[src/sorted_priority_queue_core_assert.svh]
// assertion helpers shared by the queue modules
// both expect a clock named i_clk in scope; SPQ_ASSERT also expects an active-low reset named i_rst_n
`ifndef SORTED_PRIORITY_QUEUE_CORE_ASSERT_SVH
`define SORTED_PRIORITY_QUEUE_CORE_ASSERT_SVH

// checked only outside reset
`define SPQ_ASSERT(lbl, prop, msg) \
    lbl: assert property (@(posedge i_clk) disable iff (!i_rst_n) prop) \
        else $error(msg);

// checked at every edge, for reset behaviour
`define SPQ_ASSERT_RST(lbl, prop, msg) \
    lbl: assert property (@(posedge i_clk) prop) \
        else $error(msg);

`endif

[src/spq_pkg.sv]
// ----------------------------------------------------------------------------
// spq_pkg
// Operation and status codes, and the command and status bundles that join
// the queue controller to its datapath.
// ----------------------------------------------------------------------------
package spq_pkg;

    // operation codes
    localparam logic [1:0] FUNC_INSERT = 2'd0;
    localparam logic [1:0] FUNC_PEEK   = 2'd1;
    localparam logic [1:0] FUNC_POP    = 2'd2;
    localparam logic [1:0] FUNC_CLEAR  = 2'd3;

    // result status codes
    localparam logic [1:0] ST_OK    = 2'd0;
    localparam logic [1:0] ST_EMPTY = 2'd1;
    localparam logic [1:0] ST_FULL  = 2'd2;

    // memory read address select
    localparam logic [1:0] RD_NONE  = 2'd0;
    localparam logic [1:0] RD_FRONT = 2'd1;
    localparam logic [1:0] RD_LAST  = 2'd2;
    localparam logic [1:0] RD_PREV  = 2'd3;

    // memory write select
    localparam logic [1:0] WR_NONE      = 2'd0;
    localparam logic [1:0] WR_SHIFT     = 2'd1;
    localparam logic [1:0] WR_NEW_ABOVE = 2'd2;
    localparam logic [1:0] WR_NEW_FRONT = 2'd3;

    // entry count update
    localparam logic [1:0] CNT_HOLD = 2'd0;
    localparam logic [1:0] CNT_INC  = 2'd1;
    localparam logic [1:0] CNT_DEC  = 2'd2;
    localparam logic [1:0] CNT_CLR  = 2'd3;

    typedef struct packed {
        logic       capture;
        logic [1:0] rd_sel;
        logic [1:0] wr_sel;
        logic [1:0] cnt_op;
        logic       res_load;
        logic       res_data;
        logic [1:0] res_status;
    } t_dp_cmd;

    typedef struct packed {
        logic count_zero;
        logic count_full;
        logic idx_zero;
        logic entry_ge;
        logic out_valid;
    } t_dp_status;

endpackage

[src/spq_ram.sv]
// ----------------------------------------------------------------------------
// spq_ram
// Generic single-write, single-read memory with registered read data.
// ----------------------------------------------------------------------------
module spq_ram #(
    parameter int WIDTH = 48,
    parameter int DEPTH = 16
) (
    input  logic                     i_clk,
    input  logic                     i_wr_en,
    input  logic [$clog2(DEPTH)-1:0] i_wr_addr,
    input  logic [WIDTH-1:0]         i_wr_data,
    input  logic                     i_rd_en,
    input  logic [$clog2(DEPTH)-1:0] i_rd_addr,
    output logic [WIDTH-1:0]         o_rd_data
);

    logic [WIDTH-1:0] r_mem [DEPTH];
    logic [WIDTH-1:0] r_rd_data;

    always_ff @(posedge i_clk) begin
        if (i_wr_en) begin
            r_mem[i_wr_addr] <= i_wr_data;
        end
        if (i_rd_en) begin
            r_rd_data <= r_mem[i_rd_addr];
        end
    end

    assign o_rd_data = r_rd_data;

endmodule

[src/spq_ctrl.sv]
// ----------------------------------------------------------------------------
// spq_ctrl
// Sequencer for the queue: decodes each operation and steps the insertion
// scan, driving the datapath by command bundle.
// ----------------------------------------------------------------------------
`include "sorted_priority_queue_core_assert.svh"

module spq_ctrl
    import spq_pkg::*;
(
    input  logic       i_clk,
    input  logic       i_rst_n,
    input  logic       i_in_valid,
    input  logic [1:0] i_func,
    input  logic       i_out_stall,
    input  t_dp_status i_status,
    output logic       o_in_stall,
    output t_dp_cmd    o_cmd
);

    localparam logic [1:0] S_IDLE  = 2'd0;
    localparam logic [1:0] S_RDOUT = 2'd1;
    localparam logic [1:0] S_SCAN  = 2'd2;
    localparam logic [1:0] S_PLACE = 2'd3;

    logic [1:0] r_state;
    logic [1:0] n_state;
    logic       accept;

    // one operation in flight; the result register must be free or draining
    assign o_in_stall = (r_state != S_IDLE) || (i_status.out_valid && i_out_stall);
    assign accept     = i_in_valid && !o_in_stall;

    always_comb begin
        n_state = r_state;
        o_cmd   = '{capture: 1'b0, rd_sel: RD_NONE, wr_sel: WR_NONE, cnt_op: CNT_HOLD,
                    res_load: 1'b0, res_data: 1'b0, res_status: ST_OK};
        unique case (r_state)
            S_IDLE: begin
                if (accept) begin
                    o_cmd.capture = 1'b1;
                    unique case (i_func)
                        FUNC_INSERT: begin
                            if (i_status.count_full) begin
                                o_cmd.res_load   = 1'b1;
                                o_cmd.res_status = ST_FULL;
                            end else if (i_status.count_zero) begin
                                n_state = S_PLACE;
                            end else begin
                                o_cmd.rd_sel = RD_LAST;
                                n_state      = S_SCAN;
                            end
                        end
                        FUNC_PEEK: begin
                            if (i_status.count_zero) begin
                                o_cmd.res_load   = 1'b1;
                                o_cmd.res_status = ST_EMPTY;
                            end else begin
                                o_cmd.rd_sel = RD_FRONT;
                                n_state      = S_RDOUT;
                            end
                        end
                        FUNC_POP: begin
                            if (i_status.count_zero) begin
                                o_cmd.res_load   = 1'b1;
                                o_cmd.res_status = ST_EMPTY;
                            end else begin
                                o_cmd.rd_sel = RD_LAST;
                                o_cmd.cnt_op = CNT_DEC;
                                n_state      = S_RDOUT;
                            end
                        end
                        FUNC_CLEAR: begin
                            o_cmd.cnt_op   = CNT_CLR;
                            o_cmd.res_load = 1'b1;
                        end
                        default: begin
                            n_state = S_IDLE;
                        end
                    endcase
                end
            end
            S_RDOUT: begin
                o_cmd.res_load = 1'b1;
                o_cmd.res_data = 1'b1;
                n_state        = S_IDLE;
            end
            S_SCAN: begin
                // walk down from the back, moving up every entry not below the new one
                if (i_status.entry_ge) begin
                    o_cmd.wr_sel = WR_SHIFT;
                    if (i_status.idx_zero) begin
                        n_state = S_PLACE;
                    end else begin
                        o_cmd.rd_sel = RD_PREV;
                    end
                end else begin
                    o_cmd.wr_sel   = WR_NEW_ABOVE;
                    o_cmd.cnt_op   = CNT_INC;
                    o_cmd.res_load = 1'b1;
                    n_state        = S_IDLE;
                end
            end
            S_PLACE: begin
                o_cmd.wr_sel   = WR_NEW_FRONT;
                o_cmd.cnt_op   = CNT_INC;
                o_cmd.res_load = 1'b1;
                n_state        = S_IDLE;
            end
            default: begin
                n_state = S_IDLE;
            end
        endcase
    end

    always_ff @(posedge i_clk) begin
        if (!i_rst_n) begin
            r_state <= S_IDLE;
        end else begin
            r_state <= n_state;
        end
    end

    `SPQ_ASSERT(a_scan_not_empty, (r_state == S_SCAN) |-> !i_status.count_zero, "scan on empty queue")

endmodule

[src/spq_datapath.sv]
// ----------------------------------------------------------------------------
// spq_datapath
// Sorted entry memory, entry count, scan index, captured request and the
// result register.
// ----------------------------------------------------------------------------
`include "sorted_priority_queue_core_assert.svh"

module spq_datapath
    import spq_pkg::*;
#(
    parameter int DEPTH          = 16,
    parameter int PAYLOAD_WIDTH  = 32,
    parameter int PRIORITY_WIDTH = 16
) (
    input  logic                             i_clk,
    input  logic                             i_rst_n,
    input  t_dp_cmd                          i_cmd,
    input  logic [PAYLOAD_WIDTH-1:0]         i_payload,
    input  logic signed [PRIORITY_WIDTH-1:0] i_priority_req,
    input  logic                             i_out_stall,
    output t_dp_status                       o_status,
    output logic                             o_out_valid,
    output logic [PAYLOAD_WIDTH-1:0]         o_payload_out,
    output logic [1:0]                       o_status_code,
    output logic [$clog2(DEPTH+1)-1:0]       o_fill_count
);

    localparam int AW = $clog2(DEPTH);
    localparam int CW = $clog2(DEPTH+1);
    localparam int EW = PAYLOAD_WIDTH + PRIORITY_WIDTH;

    logic [CW-1:0]                    r_count;
    logic [CW-1:0]                    n_count;
    logic [AW-1:0]                    r_idx;
    logic [PAYLOAD_WIDTH-1:0]         r_payload;
    logic signed [PRIORITY_WIDTH-1:0] r_prio;
    logic                             r_out_valid;
    logic [PAYLOAD_WIDTH-1:0]         r_out_payload;
    logic [1:0]                       r_out_status;
    logic [CW-1:0]                    r_out_count;

    logic [AW-1:0]                    last_addr;
    logic                             rd_en;
    logic [AW-1:0]                    rd_addr;
    logic [EW-1:0]                    rd_data;
    logic                             wr_en;
    logic [AW-1:0]                    wr_addr;
    logic [EW-1:0]                    wr_data;
    logic signed [PRIORITY_WIDTH-1:0] rd_prio;

    assign last_addr = AW'(r_count - CW'(1));
    assign rd_prio   = $signed(rd_data[PAYLOAD_WIDTH +: PRIORITY_WIDTH]);

    always_comb begin
        unique case (i_cmd.rd_sel)
            RD_FRONT: rd_addr = '0;
            RD_LAST:  rd_addr = last_addr;
            RD_PREV:  rd_addr = r_idx - AW'(1);
            default:  rd_addr = '0;
        endcase
    end
    assign rd_en = (i_cmd.rd_sel != RD_NONE);

    always_comb begin
        unique case (i_cmd.wr_sel)
            WR_SHIFT: begin
                wr_addr = r_idx + AW'(1);
                wr_data = rd_data;
            end
            WR_NEW_ABOVE: begin
                wr_addr = r_idx + AW'(1);
                wr_data = {r_prio, r_payload};
            end
            WR_NEW_FRONT: begin
                wr_addr = '0;
                wr_data = {r_prio, r_payload};
            end
            default: begin
                wr_addr = '0;
                wr_data = rd_data;
            end
        endcase
    end
    assign wr_en = (i_cmd.wr_sel != WR_NONE);

    spq_ram #(
        .WIDTH (EW),
        .DEPTH (DEPTH)
    ) u_ram (
        .i_clk     (i_clk),
        .i_wr_en   (wr_en),
        .i_wr_addr (wr_addr),
        .i_wr_data (wr_data),
        .i_rd_en   (rd_en),
        .i_rd_addr (rd_addr),
        .o_rd_data (rd_data)
    );

    always_comb begin
        unique case (i_cmd.cnt_op)
            CNT_INC: n_count = r_count + CW'(1);
            CNT_DEC: n_count = r_count - CW'(1);
            CNT_CLR: n_count = '0;
            default: n_count = r_count;
        endcase
    end

    always_ff @(posedge i_clk) begin
        if (!i_rst_n) begin
            r_count     <= '0;
            r_out_valid <= 1'b0;
        end else begin
            r_count <= n_count;
            if (i_cmd.res_load) begin
                r_out_valid <= 1'b1;
            end else if (!i_out_stall) begin
                r_out_valid <= 1'b0;
            end
        end
    end

    always_ff @(posedge i_clk) begin
        if (i_cmd.capture) begin
            r_payload <= i_payload;
            r_prio    <= i_priority_req;
        end
        if (i_cmd.rd_sel == RD_LAST) begin
            r_idx <= last_addr;
        end else if (i_cmd.rd_sel == RD_PREV) begin
            r_idx <= rd_addr;
        end
        if (i_cmd.res_load) begin
            r_out_payload <= i_cmd.res_data ? rd_data[PAYLOAD_WIDTH-1:0] : '0;
            r_out_status  <= i_cmd.res_status;
            r_out_count   <= n_count;
        end
    end

    assign o_status.count_zero = (r_count == '0);
    assign o_status.count_full = (r_count == CW'(DEPTH));
    assign o_status.idx_zero   = (r_idx == '0);
    assign o_status.entry_ge   = (rd_prio >= r_prio);
    assign o_status.out_valid  = r_out_valid;

    assign o_out_valid   = r_out_valid;
    assign o_payload_out = r_out_payload;
    assign o_status_code = r_out_status;
    assign o_fill_count  = r_out_count;

    `SPQ_ASSERT(a_count_in_range, r_count <= CW'(DEPTH), "entry count beyond depth")
    `SPQ_ASSERT(a_no_result_overwrite, i_cmd.res_load |-> !(r_out_valid && i_out_stall), "result overwritten while held")
    `SPQ_ASSERT(a_shift_ports_apart, (wr_en && rd_en) |-> (wr_addr != rd_addr), "read and write collide during shift")
    `SPQ_ASSERT_RST(a_reset_clears, !i_rst_n |=> (!r_out_valid && (r_count == '0)), "reset left state behind")

endmodule

[src/sorted_priority_queue_core.sv]
// ----------------------------------------------------------------------------
// sorted_priority_queue_core
// Sorted-list priority queue: insert, peek front, pop back and clear.
// ----------------------------------------------------------------------------
// Entries sit in one memory in ascending priority order; an insert goes ahead
// of the first entry of equal or greater priority. One operation is worked at
// a time. Clear, a refused insert and peek or pop on an empty queue finish in
// the accepting state; peek and pop add a registered memory read; an insert
// scans from the back of the queue, moving one entry up per cycle through the
// single write port of the memory.
// A finished result sits in the output register; while the receiver stalls it,
// the next operation is held off. No memory clearing runs after reset.
module sorted_priority_queue_core
    import spq_pkg::*;
#(
    parameter int DEPTH          = 16,
    parameter int PAYLOAD_WIDTH  = 32,
    parameter int PRIORITY_WIDTH = 16
) (
    input  logic                             i_clk,
    input  logic                             i_rst_n,
    input  logic                             i_in_valid,
    output logic                             o_in_stall,
    input  logic [1:0]                       i_func,
    input  logic [PAYLOAD_WIDTH-1:0]         i_payload,
    input  logic signed [PRIORITY_WIDTH-1:0] i_priority_req,
    output logic                             o_out_valid,
    input  logic                             i_out_stall,
    output logic [PAYLOAD_WIDTH-1:0]         o_payload_out,
    output logic [1:0]                       o_status,
    output logic [$clog2(DEPTH+1)-1:0]       o_fill_count
);

    t_dp_cmd    cmd;
    t_dp_status dp_status;

    spq_ctrl u_ctrl (
        .i_clk       (i_clk),
        .i_rst_n     (i_rst_n),
        .i_in_valid  (i_in_valid),
        .i_func      (i_func),
        .i_out_stall (i_out_stall),
        .i_status    (dp_status),
        .o_in_stall  (o_in_stall),
        .o_cmd       (cmd)
    );

    spq_datapath #(
        .DEPTH          (DEPTH),
        .PAYLOAD_WIDTH  (PAYLOAD_WIDTH),
        .PRIORITY_WIDTH (PRIORITY_WIDTH)
    ) u_datapath (
        .i_clk          (i_clk),
        .i_rst_n        (i_rst_n),
        .i_cmd          (cmd),
        .i_payload      (i_payload),
        .i_priority_req (i_priority_req),
        .i_out_stall    (i_out_stall),
        .o_status       (dp_status),
        .o_out_valid    (o_out_valid),
        .o_payload_out  (o_payload_out),
        .o_status_code  (o_status),
        .o_fill_count   (o_fill_count)
    );

endmodule
[config.mk]
export PLATFORM = sky130hd
export DESIGN_NAME = sorted_priority_queue_core
export DESIGN_NICKNAME = d
export VERILOG_FILES = /design/src/spq_pkg.sv /design/src/spq_ram.sv /design/src/spq_ctrl.sv /design/src/spq_datapath.sv /design/src/sorted_priority_queue_core.sv
export VERILOG_INCLUDE_DIRS = /design/src /design/src/src
export SDC_FILE = /design/constraint.sdc
export NUM_CORES = 1
export LEC_CHECK = 0
export BUFFER_PORTS_ARGS = -buffer_cell sky130_fd_sc_hd__buf_2
export CAP_MARGIN = 0
export CORE_MARGIN = 1.5
export CORE_UTILIZATION = 32
export DETAILED_ROUTE_END_ITERATION = 8
export MAX_ROUTING_LAYER = met4
export SLEW_MARGIN = 10
export SYNTH_ARGS = -nofsm -noshare
export SYNTH_HDL_FRONTEND = slang
export SYNTH_SLANG_ARGS = --single-unit
export TNS_END_PERCENT = 1
[constraint.sdc]
create_clock -name i_clk -period 10.2 [get_ports i_clk]
set_input_delay 1.02 -clock i_clk [delete_from_list [all_inputs] [get_ports i_clk]]
set_output_delay 1.02 -clock i_clk [all_outputs]
set_load 0.03 [all_outputs]
[Yosys cells after proc, flatten, opt, wreduce, memory -nomap -nowiden]
Memory sizes are Yosys's and may differ from the RTL's. A register that Yosys moved wholly into a read port is not among the register bits.
Index checks and enable logic that the tools add are counted.
Cells by class
  $add $sub $neg: 4
  reduce and logical (&&, ||, !) cells: 18
  order comparisons: 1
  mux-type cells: 41
  eq/ne operators: 21
Operator list (number)
  2-to-1 mux 48 bit: 1
  2-to-1 mux 2 bit: 12
  == test 2 bit (second input constant): 10
  one-hot mux 2 bit (2 select lines): 5
  one-hot mux 2 bit (3 select lines): 3
  greater-or-equal comparator 16 bit: 1
  one-hot mux 5 bit (3 select lines): 1
  2-to-1 mux 4 bit: 3
  inequality test 3 bit (second input constant): 4
  2-to-1 mux 1 bit: 11
  == test 2 x 1 -> 1 bit (second input constant): 4
  one-hot mux 4 bit (2 select lines): 1
  nonzero test 2 bit: 4
  OR reduction 2 bit: 4
  2-to-1 mux 3 bit: 2
  one-hot mux 1 bit (3 select lines): 2
  adder 5 x 1 -> 5 bit (second input constant): 1
  == test 5 bit (second input constant): 1
  zero test 5 bit: 1
  AND reduction 5 bit: 1
  subtractor 5 x 1 -> 5 bit (second input constant): 1
  adder 4 x 1 -> 4 bit (second input constant): 1
  zero test 2 bit: 2
  zero test 4 bit: 1
  other kinds (6): 8
Storage, ports and cells
  output and inout bits: 41
  word-level logic and storage cells: 95
  memories kept: 1
  memory bits (writable): 768
  input bits: 54
  register bits: 99
Memories
  u_datapath.u_ram.r_mem: depth 16, width 48, rd ports 1, clocked after Yosys merged registers in 1, write ports 1, line spq_ram.sv:18  | logic [WIDTH-1:0] r_mem [DEPTH];

[Depth between registers and ports, before layout]
Gate-level depths: netlist of the first run.
  depth after elaboration: 10
  depth in mapped cells: 16
  depth with buffers taken out: 12

[By module]
From an unflattened synthesis of the first run, not the netlist that was laid out.
Unflattened totals
  cell total of the unflattened synthesis: 1621
  area total of the unflattened synthesis: 35133.7 um2
Modules (own cells, without submodules)
  spq_ram: times used 1, seq. area each 24503.5 um2, cells each 1242, area each 30171.4 um2
  spq_datapath: times used 1, seq. area each 2852.7 um2, cells each 337, area each 4636.9 um2
  spq_ctrl: times used 1, seq. area each 40.0 um2, cells each 42, area each 325.3 um2

[Worst setup path before layout of the first run]
Ideal clock, no wire load.
  path type: flip-flop to flip-flop
  start point: reg u_datapath.r_idx[0]
  end point: mem u_datapath.u_ram.r_mem[13][0] (enable)
  setup slack: 6.412 ns
  arrival: 3.334 ns
  path buffers: 0
  stages on the path, launching flop included: 5
  cells stage by stage: edfxtp_1 -> inv_1 -> ha_1 -> or3_1 -> nor2_1
Between the ends
  longest elaborated chain between the ends: 2
RTL lines
  from (decl): line spq_datapath.sv:34  | logic [AW-1:0] r_idx;
  from (signal assigned): line spq_datapath.sv:128  | r_idx <= last_addr;
  from (signal assigned): line spq_datapath.sv:130  | r_idx <= rd_addr;
  adder 4 x 1 -> 4 bit: line spq_datapath.sv:67, spq_datapath.sv:71
  2-to-1 mux 4 bit
  to (decl): line spq_ram.sv:18
Every way passes these cells.

[Worst setup path in the final report of the first run]
  start point: reg u_datapath.u_ram.r_rd_data[39] (netlist: u_datapath.u_ram.o_rd_data[39]), read port of u_datapath.u_ram.r_mem
  end point: reg u_datapath.u_ram.r_rd_data[44] (netlist: u_datapath.u_ram.o_rd_data[44]), read port of u_datapath.u_ram.r_mem, data pin
Between the ends
  longest elaborated chain between the ends: 5
RTL lines
  from (decl): line spq_ram.sv:19  | logic [WIDTH-1:0] r_rd_data;
  greater-or-equal comparator 16 bit (*): line spq_datapath.sv:142  | assign o_status.entry_ge = (rd_prio >= r_prio);
  2-to-1 mux 2 bit (*): line spq_ctrl.sv:90  | if (i_status.entry_ge) begin
  one-hot mux 2 bit (2 select lines) (*): line spq_ctrl.sv:38  | unique case (r_state)
  == test 2 bit: line spq_datapath.sv:55  | unique case (i_cmd.rd_sel)
  one-hot mux 4 bit (2 select lines): line spq_datapath.sv:55
Mark *: on every way between the ends. The rest lies on a longest branch, timed or not.
A chain may end at the register's enable or synchronous reset.

==> impl_metrics.json, run 1 <==
{
  "synthMuxAreaShare_pct": 2.391,
  "synth.yosys.warnings": 0,
  "regArea_sq_mm": 0.02740,
  "crit_family": "buffers and inverters",
  "ys_types": 55,
  "fmax_mhz": 190.5,
  "drt-initial-drc-count": 1823,
  "multiInputGateArea_sq_mm": 0.008929,
  "cts_tree": "yes",
  "worst_r2r_startpoint": "u_datapath.u_ram.o_rd_data[39]$_DFFE_PP_",
  "cp.arrival_ns": 5.65,
  "timing_worst_slew_pin_value_ns": 1.197,
  "holdPathStages": 2,
  "clk_latency_ns": 0.66,
  "worst_setup_path_start_kind": "register",
  "timing.rr.end": "u_datapath.u_ram.o_rd_data[44]$_DFFE_PP_",
  "antenna_found_initial": 3,
  "synth_area_sq_mm": 0.03700,
  "drt-total-wl_um": 96760,
  "coreArea_sq_mm": 0.1145,
  "gp_congestion": 0.7848,
  "wl_per_cell_um": 23.73,
  "ios": 95,
  "synth_top_area_share_pct": 73.62,
  "slew_headroom_pct": 19.99,
  "p_leak_nw": 14.53,
  "cap_violations": 0,
  "final_nets": 2571,
  "dp_hpwl_um": 46680,
  "drc": 10,
  "synth-simple-area-share_pct": 8.046,
  "cts_buffers": 91,
  "grt_first_pass_wirelength_um": 142100,
  "pwr_density_cell_mw_per_mm2": 240.9,
  "yosys.area_share.adder_pct": 0.8793,
  "rrSetupSlack_ns": 4.95,
  "min_period_ns": 5.248,
  "fillers": 10660,
  "hold_viol_final": 0,
  "fin_ws_ns": 4.952,
  "crit_start": "u_datapath.u_ram.o_rd_data[39]$_DFFE_PP_",
  "syn2layout_area_growth_pct": 14.35,
  "gr-total-overflow": 0,
  "peakVddDrop_mv": 0.1382,
  "seq_area_frac_synth_pct": 74.05,
  "status": "finished, violations left",
  "cp_common_cell": "buf_4",
  "postCtsSetupRepairBufs": 0,
  "die_area_sq_mm": 0.1177,
  "die-width_um": 343.0,
  "synth_cells": 2425,
  "grtUsageTotal_pct": 16.73,
  "violations": "design-rule violations",
  "yosys.area.top_type": "edfxtp_1",
  "cts_resized": 0,
  "port-buffer-count": 94,
  "ant_nets": 0,
  "cts_hold_buf": 0,
  "rsz0062_at_grt": "no",
  "path_class": "reg2reg",
  "cp_slowest_cell": "nor4_1",
  "initial_utilization_pct": 32.31,
  "vias_per_cell": 5.261,
  "die_h_um": 343.0,
  "synthXorXnorAreaFrac_pct": 0.1657,
  "min-delay-start": "u_datapath.o_out_valid$_SDFFE_PN0P_",
  "setup_viol": 0,
  "synthTopCellsByArea": "edfxtp_1, a211oi_1, and3_1, nand2_1, o21bai_1",
  "maxSlewViolCount": 0,
  "fp-row-count": 124,
  "synth_compound_area_share_pct": 12.07,
  "vias": 21450,
  "setup.worst_path.end_class": "register",
  "place_ws_ns": 4.839,
  "r2r_cells": 11,
  "ys_ff_latch": 915,
  "synth_top_family_by_area": "compound AO/OA/AOI/OAI gates",
  "setup_tns_ns": 0,
  "first_global_vias": 21330,
  "clock-sinks": 915,
  "crit_chain": "ha_1 -> nand4_1 -> nor4_1 -> a22oi_2 -> o22ai_1 -> a21oi_4 -> buf_4 -> inv_6 -> buf_4 -> a311oi_1 -> o311a_1",
  "grt_max_degree": 145,
  "avgSynthCellArea_sq_um": 15.26,
  "max_stage_delay_ns": 0.86,
  "critPathBufInv": 3,
  "clockBufferDepth": 3,
  "cp.required_ns": 10.60,
  "min_path_type": "reg2reg",
  "hold_end": "u_datapath.o_out_valid$_SDFFE_PN0P_",
  "cts-root-buf": "clkbuf_16",
  "crit_fanout": 86,
  "clkTransAtPathRegs_ns": 0.07,
  "finalClockSkew_ns": 0.02211,
  "cts_htree_levels": 3,
  "fin_crit_sh_pct": 51.45,
  "drt_first_pass_iters": 9,
  "drive_above_1_share_pct": 14.87,
  "syn_nets": 2505
}
-- worst max-delay path by stage --
stage                                          endpoint  slack (ns)  cells past startpoint
2_1_floorplan   u_datapath.u_ram.r_mem[13][0]$_DFFE_PP_        6.41                      4
3_3_place_gp   u_datapath.u_ram.o_rd_data[41]$_DFFE_PP_        4.91                     13
3_5_place_dp   u_datapath.u_ram.o_rd_data[38]$_DFFE_PP_        4.84                     13
4_1_cts        u_datapath.u_ram.o_rd_data[22]$_DFFE_PP_        5.06                     13
5_1_grt        u_datapath.u_ram.o_rd_data[22]$_DFFE_PP_        4.70                     13
6_report       u_datapath.u_ram.o_rd_data[44]$_DFFE_PP_        4.95                     11
-- cell type report --
cell class / instances / share of cell area [%]
Antenna cell: 2 / 0.01183
Clock buffer: 103 / 5.640
Clock inverter: 62 / 1.461
Inverter: 30 / 0.2987
Multi-Input combinational cell: 1298 / 21.10
Sequential cell: 915 / 64.76
Tap cell: 1512 / 4.472
Timing Repair Buffer: 155 / 2.254
-- worst min-delay path, stage by stage (launching register included) --
cell and delay [ns]:
dfxtp_1 0.30, nand2_1 0.09, a31oi_1 0.09
-- through the flow --
stage	util [%]	power (mW)	hold slack [ns]	instances	area (sq um)
finish	36.95	10.19	0.5294	4077	42310
global route	36.95	10.59	0.5126	4076	42300
CTS	36.94	10.27	0.5024	4075	42300
detailed placement	34.32	6.894	0.5251	3910	39300
global placement	34.32	6.866	0.5285	3910	39300
floorplan	-	6.159	0.5180	2425	37000
-- sequential cells by signal, summed over array words and instances, names as in the netlist --
register / flops
u_datapath.o_fill_count: 5
u_datapath.r_count: 5
u_datapath.r_idx: 4
u_datapath.r_prio: 16
u_ctrl.r_state: 2
u_datapath.u_ram.o_rd_data: 48
u_datapath.o_status_code: 2
u_datapath.o_out_valid: 1
u_datapath.u_ram.r_mem: 768
u_datapath.o_payload_out: 32
u_datapath.r_payload: 32
-- synthesized netlist by cell type (all sizes together) --
cell type,instances
a22oi,4
o31a,1
a2111o,1
buf,51
nor4,2
a31o,1
nor2,34
a211oi,242
nand3,6
dfxtp,8
a21oi,66
o21ai,76
o21bai,97
xor2,1
nand4,6
nor3b,1
or2,3
nand2,226
o22ai,3
o311a,49
ha,26
a221o,1
mux2i,49
o31ai,1
and4,1
a311oi,49
or3,1
xnor2,6
nor2b,3
nand2b,4
or4b,2
o21a,1
or3b,1
o22a,1
nor3,6
inv,30
and3,244
a31oi,4
mux2,35
edfxtp,907
o211ai,4
a32oi,1
clkbuf,131
and2,39
-- power by group --
part / internal (mW) / switching (mW)
sequential: 4.69 / 0.104
combinational: 0.585 / 1.42
clock: 1.96 / 1.43
total: 7.24 / 2.95
-- placed cells by master, fill, tap and decap left out, types with 27 or more instances in the layout --
| cell type | netlist | layout |
|---|---|---|
| edfxtp_1 | 907 | 907 |
| and3_1 | 244 | 244 |
| nand2_1 | 225 | 223 |
| a211oi_1 | 222 | 222 |
| o21bai_1 | 97 | 97 |
| clkbuf_16 | 0 | 94 |
| buf_2 | 42 | 94 |
| o21ai_0 | 75 | 74 |
| a21oi_1 | 65 | 64 |
| buf_4 | 2 | 59 |
| a311oi_1 | 49 | 49 |
| mux2i_1 | 49 | 49 |
| o311a_1 | 49 | 49 |
| and2_1 | 39 | 38 |
| mux2_2 | 35 | 35 |
| inv_1 | 28 | 27 |
-- layer usage --
| layer | up-vias | routed length [um] | part of all wire, % | global-route usage, % |
|---|---|---|---|---|
| met5 | - | 0 | 0 | - |
| met4 | 0 | 1911 | 2.0 | 4.644 |
| met3 | 121 | 5776 | 6.0 | 2.111 |
| met2 | 662 | 47290 | 49 | 27.42 |
| met1 | 10980 | 41780 | 43 | 21.85 |
| li1 | 9689 | - | - | - |
-- cell families (layout without fill, tap and decap cells) --
logic type	Yosys count	in the layout
AND/OR/NAND/NOR	579	579
buffers and inverters	212	350
AO/OA/AOI/OAI	602	602
flip-flops	915	915
multiplexers	84	84
adder cells (fa/ha/maj)	26	26
other	0	2
XOR/XNOR	7	7
Power figures use the tool's default switching activity.
==> run 2: changes to the inputs <==
clock period = 4.7 ns   (was 10.2 ns; I/O delays follow)
==> run 2 against run 1 <==
Net effect:
- the flow now finishes without violations
- count of clock-buffer cells in the layout grew 22
- first-iteration DRC count grew 26%
- via count grew 3.3%
- critical path depth shrank 2
- critical endpoint is now u_datapath.u_ram.r_mem[9][15]$_DFFE_PP_
==> impl_metrics.json, run 2 (synthesis gave the netlist of run 1 again) <==
{
  "status": "finished clean",
  "clk_latency_ns": 0.68,
  "cts_htree_levels": 3,
  "finalPower_mw": 22.31,
  "r2r_cells": 9,
  "gp_congestion": 0.7763,
  "grtUsageTotal_pct": 17.69,
  "min_path_type": "in2reg",
  "min_period_ns": 4.279,
  "p_switching_mw": 6.620,
  "setup.worst_path.end_class": "register",
  "rsz0062_at_grt": "no",
  "gr-total-overflow": 0,
  "crit_start": "u_datapath.u_ram.o_rd_data[47]$_DFFE_PP_",
  "die_area_sq_mm": 0.1177,
  "rrSetupSlack_ns": 0.42,
  "setup_tns_ns": 0,
  "final_area_sq_mm": 0.04326,
  "setup.worst_path.end": "u_datapath.u_ram.r_mem[9][15]$_DFFE_PP_",
  "drt_first_pass_iters": 7,
  "cts-root-buf": "clkbuf_16",
  "cp.required_ns": 5.08,
  "wl_per_cell_um": 24.53,
  "switching_share_pct": 29.68,
  "final_nets": 2665,
  "first_global_vias": 21690,
  "drt-total-wl_um": 102300,
  "drive_above_1_share_pct": 15.68,
  "pwr_density_cell_mw_per_mm2": 515.6,
  "clkTransAtPathRegs_ns": 0.06,
  "layout_common_cells": "edfxtp_1, and3_1, nand2_1",
  "slew_headroom_pct": 25.82,
  "fp-row-count": 124,
  "path_class": "reg2reg",
  "die-width_um": 343.0,
  "worst_setup_path_start_kind": "register",
  "multiInputGateArea_sq_mm": 0.008929,
  "hold_viol_final": 0,
  "die_h_um": 343.0,
  "maxSlewViolCount": 0,
  "peakVddDrop_mv": 0.2718,
  "coreArea_sq_mm": 0.1145,
  "ios": 95,
  "clock-sinks": 915,
  "antenna_found_initial": 1,
  "port-buffer-count": 94,
  "grt_first_pass_wirelength_um": 149500,
  "grt_max_degree": 161,
  "clkPwrFrac_pct": 32.5,
  "cts_buffers": 98,
  "fin_crit_sh_pct": 91.05,
  "seqPwrFrac_pct": 46.6,
  "vias": 22150,
  "cts_resized": 0,
  "placed_cell_area_sq_mm": 0.03986,
  "crit_fanout": 24,
  "clockBufferDepth": 3,
  "drt-initial-drc-count": 2294,
  "fin_util_pct": 37.79,
  "cts_tree": "yes",
  "timing.rr.end": "u_datapath.u_ram.r_mem[9][15]$_DFFE_PP_",
  "cp.arrival_ns": 4.66,
  "largest_register": "u_datapath.u_ram.r_mem",
  "largest_register_ffs": 768,
  "fillers": 10670,
  "worst_r2r_startpoint": "u_datapath.u_ram.o_rd_data[47]$_DFFE_PP_",
  "vias_per_cell": 5.311,
  "syn2layout_area_growth_pct": 16.94,
  "initial_utilization_pct": 32.31,
  "dp_hpwl_um": 50600,
  "setup_viol": 0,
  "ant_nets": 0,
  "p_leak_nw": 15.00,
  "regArea_sq_mm": 0.02740,
  "p_int_mw": 15.69,
  "timing_worst_slew_pin_value_ns": 1.113,
  "fmax_mhz": 233.7,
  "cap_violations": 0,
  "pwr-share-comb_pct": 20.9,
  "n_antenna_cell": 0,
  "finalClockSkew_ns": 0.02602,
  "layout.cells.most_common": "edfxtp_1",
  "drc": 0
}
## run 2: worst max-delay path, cell delays in order (launching register included)
cell and delay [ns]:
edfxtp_1 0.41, ha_1 0.36, nand4_1 0.21, a2111o_1 0.46, a31oi_1 0.36, or2_2 0.26, nor2_1 0.11, o21ai_4 0.74
buf_4 0.50, mux2_2 0.52
## run 2: final cells by class
type                            instances  area share [%]
Sequential cell                       915           63.32
Multi-Input combinational cell       1298           20.64
Clock buffer                          125           5.903
Timing Repair Buffer                  242           4.517
Tap cell                             1512           4.373
Clock inverter                         49          0.9544
Inverter                               30          0.2921
## run 2: power groups by stage
stage	registers [mW]	clock network, mW	logic [mW]
after floorplan	10.7	0	2.63
after global placement	10.6	0	4.61
after detailed placement	10.6	0	4.66
after CTS	10.4	7.36	4.70
after global routing	10.4	7.68	5.07
final	10.4	7.25	4.66
## run 2: layer usage
| layer | wire, um | share of wire [%] | vias to the layer above | global-route usage, % |
|---|---|---|---|---|
| li1 | - | - | 9889 | - |
| met1 | 44270 | 43 | 11350 | 23.44 |
| met2 | 49760 | 49 | 746 | 28.65 |
| met3 | 5904 | 5.8 | 165 | 2.172 |
| met4 | 2371 | 2.3 | 0 | 4.892 |
| met5 | 0 | 0 | - | - |
## run 2: what timing repair did
item | 4_1_cts | 5_1_grt
hold buffers | 44 | 0
hold endpoints to repair | 44 | 0
setup buffers | 0 | 0
## run 2: worst min path at each step
stage	slack, ns	to	startpoint	depth (start not counted)
final	0.03	u_datapath.r_prio[1]$_DFFE_PP_	i_priority_req[1]	1
after global routing	0.004	u_datapath.r_prio[1]$_DFFE_PP_	i_priority_req[1]	1
after floorplan	0.52	u_datapath.o_payload_out[0]$_SDFFCE_PN0P_	u_datapath.u_ram.o_rd_data[0]$_DFFE_PP_	1
after global placement	0.54	u_datapath.o_payload_out[9]$_SDFFCE_PN0P_	u_datapath.u_ram.o_rd_data[9]$_DFFE_PP_	1
after CTS	0.001	u_datapath.r_prio[1]$_DFFE_PP_	i_priority_req[1]	1
after detailed placement	0.54	u_datapath.o_payload_out[9]$_SDFFCE_PN0P_	u_datapath.u_ram.o_rd_data[9]$_DFFE_PP_	1
## run 2: metrics by stage
stage          hold slack, ns  std cells  worst slack [ns]
4_1_cts              0.001413       4171            0.4327
3_3_place_gp           0.5386       3953            0.5625
2_1_floorplan          0.5180       2425            0.9121
6_report              0.02922       4171            0.4208
3_5_place_dp           0.5382       3953            0.4732
5_1_grt              0.003901       4171            0.2062
